<file path="config.mk">
export PLATFORM = sky130hd
export DESIGN_NAME = nmt_modmul
export DESIGN_NICKNAME = d
export VERILOG_FILES = /design/src/hdl/nmt_pkg.sv /design/src/hdl/nmt_modmul.sv
export SDC_FILE = /design/constraint.sdc
export NUM_CORES = 1
export LEC_CHECK = 0
export ABC_AREA = 0
export ABC_CLOCK_PERIOD_IN_PS = 8700
export BUFFER_PORTS_ARGS = -buffer_cell sky130_fd_sc_hd__buf_2
export CELL_PAD_IN_SITES_DETAIL_PLACEMENT = 2
export CELL_PAD_IN_SITES_GLOBAL_PLACEMENT = 2
export CORE_ASPECT_RATIO = 1.4
export CORE_MARGIN = 5
export CORE_UTILIZATION = 38
export CTS_CLUSTER_SIZE = 16
export DETAILED_ROUTE_END_ITERATION = 10
export GPL_TIMING_DRIVEN = 0
export PLACE_DENSITY_LB_ADDON = 0.1
export RECOVER_POWER = 25
export SETUP_SLACK_MARGIN = 0.2
export SLEW_MARGIN = 10
export SYNTH_ARGS = -nofsm -noshare
export SYNTH_HDL_FRONTEND = slang
export SYNTH_SLANG_ARGS = --single-unit
</file>
<file path="constraint.sdc">
create_clock -name clk -period 8.7 [get_ports clk]
set_input_delay 0 -clock clk [delete_from_list [all_inputs] [get_ports clk]]
set_output_delay 0 -clock clk [all_outputs]
set_load 0.03 [all_outputs]
</file>
<file path="src/hdl/nmt_pkg.sv">
// Shared types, constants and helpers for the modular transform block.
// No dependencies; nmt_modmul, the top level and the checker import this package.
`timescale 1ns / 1ps
`default_nettype none
package nmt_pkg;
	localparam int MAX_LOG2_LENGTH = 12;
	localparam int IDX_W = MAX_LOG2_LENGTH;
	localparam int DEPTH = 1 << MAX_LOG2_LENGTH;
	localparam int WORD_W = 64;
	localparam int LOG_W = 4;
	localparam int CNT_W = 6;
	localparam int IN_DATA_W = 80;
	localparam int CFG_IDX_W = 2;

	typedef enum logic [1:0] {
		MODE_TWIDDLE = 2'd0,
		MODE_COEFF   = 2'd1,
		MODE_RUN     = 2'd2,
		MODE_READ    = 2'd3
	} mode_t;

	typedef enum logic [CFG_IDX_W-1:0] {
		REG_MODULUS    = 2'd0,
		REG_LOG2_LEN   = 2'd1,
		REG_INVERSE    = 2'd2,
		REG_LENGTH_INV = 2'd3
	} reg_idx_t;

	// request to the modular arithmetic unit
	typedef struct packed {
		logic start;
		logic op_mul;
	} mul_req_t;

	function automatic logic [IDX_W-1:0] mirror_index(input logic [IDX_W-1:0] x);
		logic [IDX_W-1:0] r;
		for (int b = 0; b < IDX_W; b++) begin
			r[b] = x[IDX_W-1-b];
		end
		return r;
	endfunction
endpackage
`default_nettype wire

</file>
<file path="src/hdl/nmt_modmul.sv">
// Bit-serial modular unit: reduces an operand mod q, or multiplies two
// operands mod q by double-and-add, one bit per cycle. Uses nmt_pkg.
`timescale 1ns / 1ps
`default_nettype none
module nmt_modmul (
	input  wire logic                     clk,
	input  wire logic                     arst_n,
	input  wire nmt_pkg::mul_req_t        req,
	input  wire logic [nmt_pkg::WORD_W-1:0] a,
	input  wire logic [nmt_pkg::WORD_W-1:0] b,
	input  wire logic [nmt_pkg::WORD_W-1:0] q,
	output logic                          done,
	output logic      [nmt_pkg::WORD_W-1:0] result
);
	import nmt_pkg::*;

	typedef enum logic [4:0] {
		PH_IDLE = 5'b00001,
		PH_LOAD = 5'b00010,
		PH_RED  = 5'b00100,
		PH_MUL  = 5'b01000,
		PH_DONE = 5'b10000
	} phase_t;

	phase_t phase_q;
	logic op_mul_q;
	logic [CNT_W-1:0] cnt_q;
	logic [WORD_W-1:0] r_q, a_q, b_q, result_q;

	logic q_zero;
	logic [WORD_W:0] q_ext, red_t, red_v, dbl_t, dbl_v, add_t, add_v;

	always_comb begin
		q_zero = (q == '0);
		q_ext = {1'b0, q};
		// reduction step: r = 2r + next bit of a, mod q
		red_t = {r_q, a_q[cnt_q]};
		red_v = (!q_zero && red_t >= q_ext) ? red_t - q_ext : red_t;
		// multiply step: r = 2r (+ a when the bit of b is set), mod q
		dbl_t = {r_q, 1'b0};
		dbl_v = (!q_zero && dbl_t >= q_ext) ? dbl_t - q_ext : dbl_t;
		add_t = {1'b0, dbl_v[WORD_W-1:0]} + {1'b0, (b_q[cnt_q] ? a_q : '0)};
		add_v = (!q_zero && add_t >= q_ext) ? add_t - q_ext : add_t;
	end

	always_ff @(posedge clk or negedge arst_n) begin
		if (!arst_n) begin
			phase_q <= PH_IDLE;
			op_mul_q <= 1'b0;
		end else begin
			unique case (phase_q)
				PH_IDLE: begin
					if (req.start) begin
						op_mul_q <= req.op_mul;
						phase_q <= PH_LOAD;
					end
				end
				PH_LOAD: begin
					if (q_zero || a_q < q) begin
						phase_q <= op_mul_q ? PH_MUL : PH_DONE;
					end else begin
						phase_q <= PH_RED;
					end
				end
				PH_RED: begin
					if (cnt_q == '0) begin
						phase_q <= op_mul_q ? PH_MUL : PH_DONE;
					end
				end
				PH_MUL: begin
					if (cnt_q == '0) begin
						phase_q <= PH_DONE;
					end
				end
				PH_DONE: phase_q <= PH_IDLE;
				default: phase_q <= PH_IDLE;
			endcase
		end
	end

	always_ff @(posedge clk) begin
		unique case (phase_q)
			PH_IDLE: begin
				if (req.start) begin
					a_q <= a;
					b_q <= b;
				end
			end
			PH_LOAD: begin
				r_q <= '0;
				cnt_q <= '1;
				result_q <= a_q;
			end
			PH_RED: begin
				r_q <= (cnt_q == '0) ? '0 : red_v[WORD_W-1:0];
				cnt_q <= cnt_q - 1'b1;
				if (cnt_q == '0) begin
					a_q <= red_v[WORD_W-1:0];
					result_q <= red_v[WORD_W-1:0];
				end
			end
			PH_MUL: begin
				r_q <= add_v[WORD_W-1:0];
				cnt_q <= cnt_q - 1'b1;
				if (cnt_q == '0) begin
					result_q <= add_v[WORD_W-1:0];
				end
			end
			PH_DONE: begin
			end
			default: begin
			end
		endcase
	end

	assign done = (phase_q == PH_DONE);
	assign result = result_q;
endmodule
`default_nettype wire

</file>
==> reports/summary.txt, run 1 <==
Commonest cells post-synth = nand2_1, a21oi_1, o21ai_0
Last stage reached = 5_1_grt
Top cell type's share of synthesized area = 26.4%
Overflow after GRT = 1867
Last worst endpoint in the global-route repair_timing = result[62]$_DFFE_PP_/D
Seq cells post-synth = 268
Buffers added on ports = 260
H-tree depth = 1
Mapped Cells = 3546
Top post-synthesis cells by area = edfxtp_1, ha_1, a21oi_1
Die Width = 247 um
Synth Flop Type = edfxtp_1
Initial core utilization = 38.3%
Num CTS Buffers = 31
Worst endpoint type = register input
Synth area leader = edfxtp_1
Top Ports = 261
GRT Util Overall = 84.6%
YS warnings = 0
Largest net degree at the start of global routing = 39
Outcome = did not finish
Root buffer cell = clkbuf_16
Syn_nets = 4003
DIE HEIGHT = 341 um
Post-detail-place hpwl = 164 mm
Post-Synthesis Cell Area = 0.0298 sq mm
Post-synthesis sequential area ratio = 26.9%
Most common cell in the synthesized netlist = nand2_1
Error message = [ERROR GRT-0232] Routing congestion too high. Check the congestion heatmap in the GUI.
Unique masters post-synth = 102
Gp weighted congestion = 1.14
Num rows = 121
Clock buffer depth = 3
Mean Syn Cell Area = 8.40 sq um
Asr flop ratio synth = 2.24%
TritonCTS Sinks = 268
EDFF count, synth = 262
-- metrics by stage --
stage               setup slack, ns  area, sq um  utilization [%]  std cells  TNS, ns
floorplan                      1.07        29800                -       3546        0
global placement              -7.38        32400             41.6       4851  -999.75
detailed placement            -5.11        32700             42.0       4868  -550.42
CTS                           0.203        39100             50.3       5228        0
-- cell families after synthesis --
family	after synthesis	share of synthesized area, %
AO/OA/AOI/OAI	1213	26.0
flip-flops	268	26.9
AND/OR/NAND/NOR	1103	17.8
multiplexers	128	6.17
buffers and inverters	330	4.82
XOR/XNOR	243	7.15
adder cells (fa/ha/maj)	261	11.1
-- metal layers --
| metal | GRT overflow | global-route usage, % |
|---|---|---|
| met1 | 35 | 81.1 |
| met2 | 1197 | 101 |
| met3 | 39 | 69.5 |
| met4 | 590 | 90.2 |
| met5 | 6 | 41.9 |
-- repair_timing --
action	4_1_cts
pin swaps	126
buffers inserted	166
setup endpoints to repair	128
gates cloned	4
hold buffers	132
endpoints found under the hold margin	136
resized for setup	662
==> inputs of run 2 (changes only) <==
==> config.mk (replaced) <==
export PLATFORM = sky130hd
export DESIGN_NAME = nmt_modmul
export DESIGN_NICKNAME = d
export VERILOG_FILES = /design/src/hdl/nmt_pkg.sv /design/src/hdl/nmt_modmul.sv
export SDC_FILE = /design/constraint.sdc
export NUM_CORES = 1
export LEC_CHECK = 0
export ABC_AREA = 0
export ABC_CLOCK_PERIOD_IN_PS = 8700
export BUFFER_PORTS_ARGS = -buffer_cell sky130_fd_sc_hd__buf_2
export CORE_MARGIN = 5
export CORE_UTILIZATION = 25
export DETAILED_ROUTE_END_ITERATION = 10
export GPL_TIMING_DRIVEN = 0
export PLACE_DENSITY_LB_ADDON = 0.15
export RECOVER_POWER = 25
export SLEW_MARGIN = 10
export SYNTH_ARGS = -nofsm -noshare
export SYNTH_HDL_FRONTEND = slang
export SYNTH_SLANG_ARGS = --single-unit
==> reports/summary.txt, run 2 <==
Tcrit/Tclk final = 101%
Asr flop ratio synth = 2.24% (unchanged)
Placed Instances = 5356 (+10%)
Area occupied by multi-input gates = 0.0242 sq mm
Min cycle time layout = 8.76 ns
Core Region = 0.118 sq mm
Root buffer cell = clkbuf_16
Gp weighted congestion = 1.02 (-10%)
Final worst slack = -0.0552 ns
Failing checks = max-capacitance violations, max-slew violations, negative setup slack
Clock slew at reported path FFs = 0.07 ns
Nets@finish = 4649
TritonRoute pass-1 iters = 8
Power Total = 22.1 mW
Fmax = 114 MHz
Reg2reg start = r_q[37]
CP Launch Type = register
DIE HEIGHT = 355 um (+4.1%)
CTS tree = yes
Finished Layout Cells = 5766
Initial DRC count = 3958
Worst EP arrival = 9.10 ns
Max stage delay on crit path = 0.94 ns
TritonCTS Sinks = 268 (unchanged)
Buffers added on ports = 260 (unchanged)
Worst hold stages = 2
Post-route ant nets = 0
Largest net degree at the start of global routing = 38
Initial antenna violation count = 14
Reg-to-reg endpoint = result[42]
DP Worst Slack = -4.33 ns (+0.781 ns)
Final setup TNS = -0.169 ns
Mapped Cells = 3546 (unchanged)
Area growth syn-to-layout = 41.6%
Max_cap viols = 1
Syn_nets = 4003 (unchanged)
Power Dens Cells = 525 mW/mm^2
Crit Path Class = register to register
Initial core utilization = 25.2% (-13 points)
Slew margin rel. = -2.01%
Most frequent cells in the layout = nand2_1, a21oi_1, edfxtp_1, nor2_1, buf_4
Min-Delay Endpoint = b_q[44]
Die Width = 355 um (+44%)
First-pass GRT wire length = 260 mm
Commonest non-fill, non-tap cell in the layout = nand2_1
Vias in the first global route = 32000
Outcome = complete, but fails checks
Hold Crit Class = input pin to register
WL per Instance = 34.1 um
Final setup fails = 6
Top cell type's share of synthesized area = 26.4% (unchanged)
Num rows = 126 (+4.1%)
Routed vias = 33700
# DRC = 0
Storage cell area = 0.00802 sq mm
RSZ-0062 raised after global routing = true
Share of cells above drive strength 1 = 28.5%
Post-synthesis sequential area ratio = 26.9% (unchanged)
Mean Syn Cell Area = 8.40 sq um (unchanged)
Top Ports = 261 (unchanged)
Routed wire length = 197 mm
Fill count = 12400
R2R cell count = 35
CP Data Required Time = 9.05 ns
Die area = 0.126 sq mm
Final Hold Fails = 0
Commonest cells post-synth = nand2_1, a21oi_1, o21ai_0
Vias per inst = 5.85
Synth area leader = edfxtp_1
Max stage delay cell, worst path = xnor2_1
Unique masters post-synth = 102 (unchanged)
Post-Synthesis Cell Area = 0.0298 sq mm (unchanged)
Top post-synthesis cells by area = edfxtp_1, ha_1, a21oi_1
YS warnings = 0 (unchanged)
Hold path startpoint = b[44]
Clock skew = 0.0333 ns
Slew @ Worst Pin = 1.53 ns
Setup crit end kind = register
Reg2reg setup slack = -0.06 ns
Clock buffer depth = 3 (unchanged)
Seq cells post-synth = 268 (unchanged)
H-tree depth = 2 (+1)
P_leak = 16.3 nW
Num CTS Buffers = 40 (+29%)
Final Max Slew Viols = 11
Synth Flop Type = edfxtp_1
Most common cell in the synthesized netlist = nand2_1
EDFF count, synth = 262 (unchanged)
CP Max Fanout = 8
Overflow after GRT = 0
Worst vdd ir = 206 uV
GRT Util Overall = 29.5%
Post-detail-place hpwl = 161 mm (-1.8%)
Clock Latency Late Sink = 0.64 ns
-- run 2: cell counts after synthesis --
Identical to the previous run, type by type.
-- run 2: layout make-up --
cell class	instances	share of cell area, %
Inverter	126	1.12
Timing Repair Buffer	650	11.8
Sequential cell	268	19.0
Tap cell	1536	4.56
Multi-Input combinational cell	2948	57.4
Clock buffer	47	2.49
Buffer	158	2.94
Clock inverter	26	0.582
Antenna cell	7	0.0415
-- run 2: through the flow --
step / hold slack [ns] / utilization (%) / area, sq um
global placement: -0.160 / 27.9 / 33000
global route: 0.0820 / 35.6 / 42200
floorplan: -0.296 / - / 29800
detailed placement: -0.157 / 28.2 / 33300
CTS: 0.0472 / 33.6 / 39800
finish: 0.0881 / 35.7 / 42200
-- run 2: worst max-delay path by stage --
| stage | slack (ns) | depth (start not counted) | startpoint | end |
|---|---|---|---|---|
| finish | -0.06 | 35 | r_q[37] | result[42] |
| global route | -0.13 | 35 | r_q[13] | result[36] |
| CTS | -0.06 | 41 | r_q[27] | result[41] |
| detailed placement | -4.33 | 31 | r_q[13] | result[25] |
| global placement | -6.01 | 28 | q[62] | result[25] |
| floorplan | 1.07 | 32 | cnt_q[0] | result[30] |
-- run 2: critical path: cells and delay by family, from the launching register on --
family | cells | cell delay [ns]
AO/OA/AOI/OAI | 18 | 3.74
XOR/XNOR | 2 | 1.21
buffers and inverters | 7 | 1.07
adder cells (fa/ha/maj) | 3 | 1.03
flip-flops | 1 | 0.53
AND/OR/NAND/NOR | 4 | 0.48
multiplexers | 1 | 0.37
-- run 2: repair_timing --
action,4_1_cts,5_1_grt
endpoints found under the setup margin,128,128
pin swaps,116,143
hold buffers,132,0
buffers inserted,156,81
resized for setup,608,353
gates cloned,3,5
hold endpoints to repair,143,0
-- run 2: logic make-up after synthesis --
group / share of synthesized area [%]
muxes: 6.17
AOI/OAI and AO/OA: 26.0
buffers and inverters: 4.82
adders and majority gates: 11.1
xor gates and xnor gates: 7.15
and+or+nand+nor: 17.8
DFF: 26.9
-- run 2: where the power goes --
| group | switching [mW] | internal (mW) |
|---|---|---|
| Combinational | 11.2 | 7.07 |
| Clock | 0.752 | 0.960 |
| Sequential | 0.343 | 1.79 |
-- run 2: layer usage --
| metal | part of all wire, % | routed length (um) | track usage [%] | up-vias |
|---|---|---|---|---|
| li1 | - | - | - | 14700 |
| met1 | 44 | 86700 | 42.0 | 17000 |
| met2 | 41 | 80000 | 42.6 | 1784 |
| met3 | 10 | 19800 | 7.03 | 294 |
| met4 | 5.1 | 9960 | 12.3 | 4 |
| met5 | 0.014 | 27 | 0 | - |
Note: power is estimated with default switching activity, not from simulation.
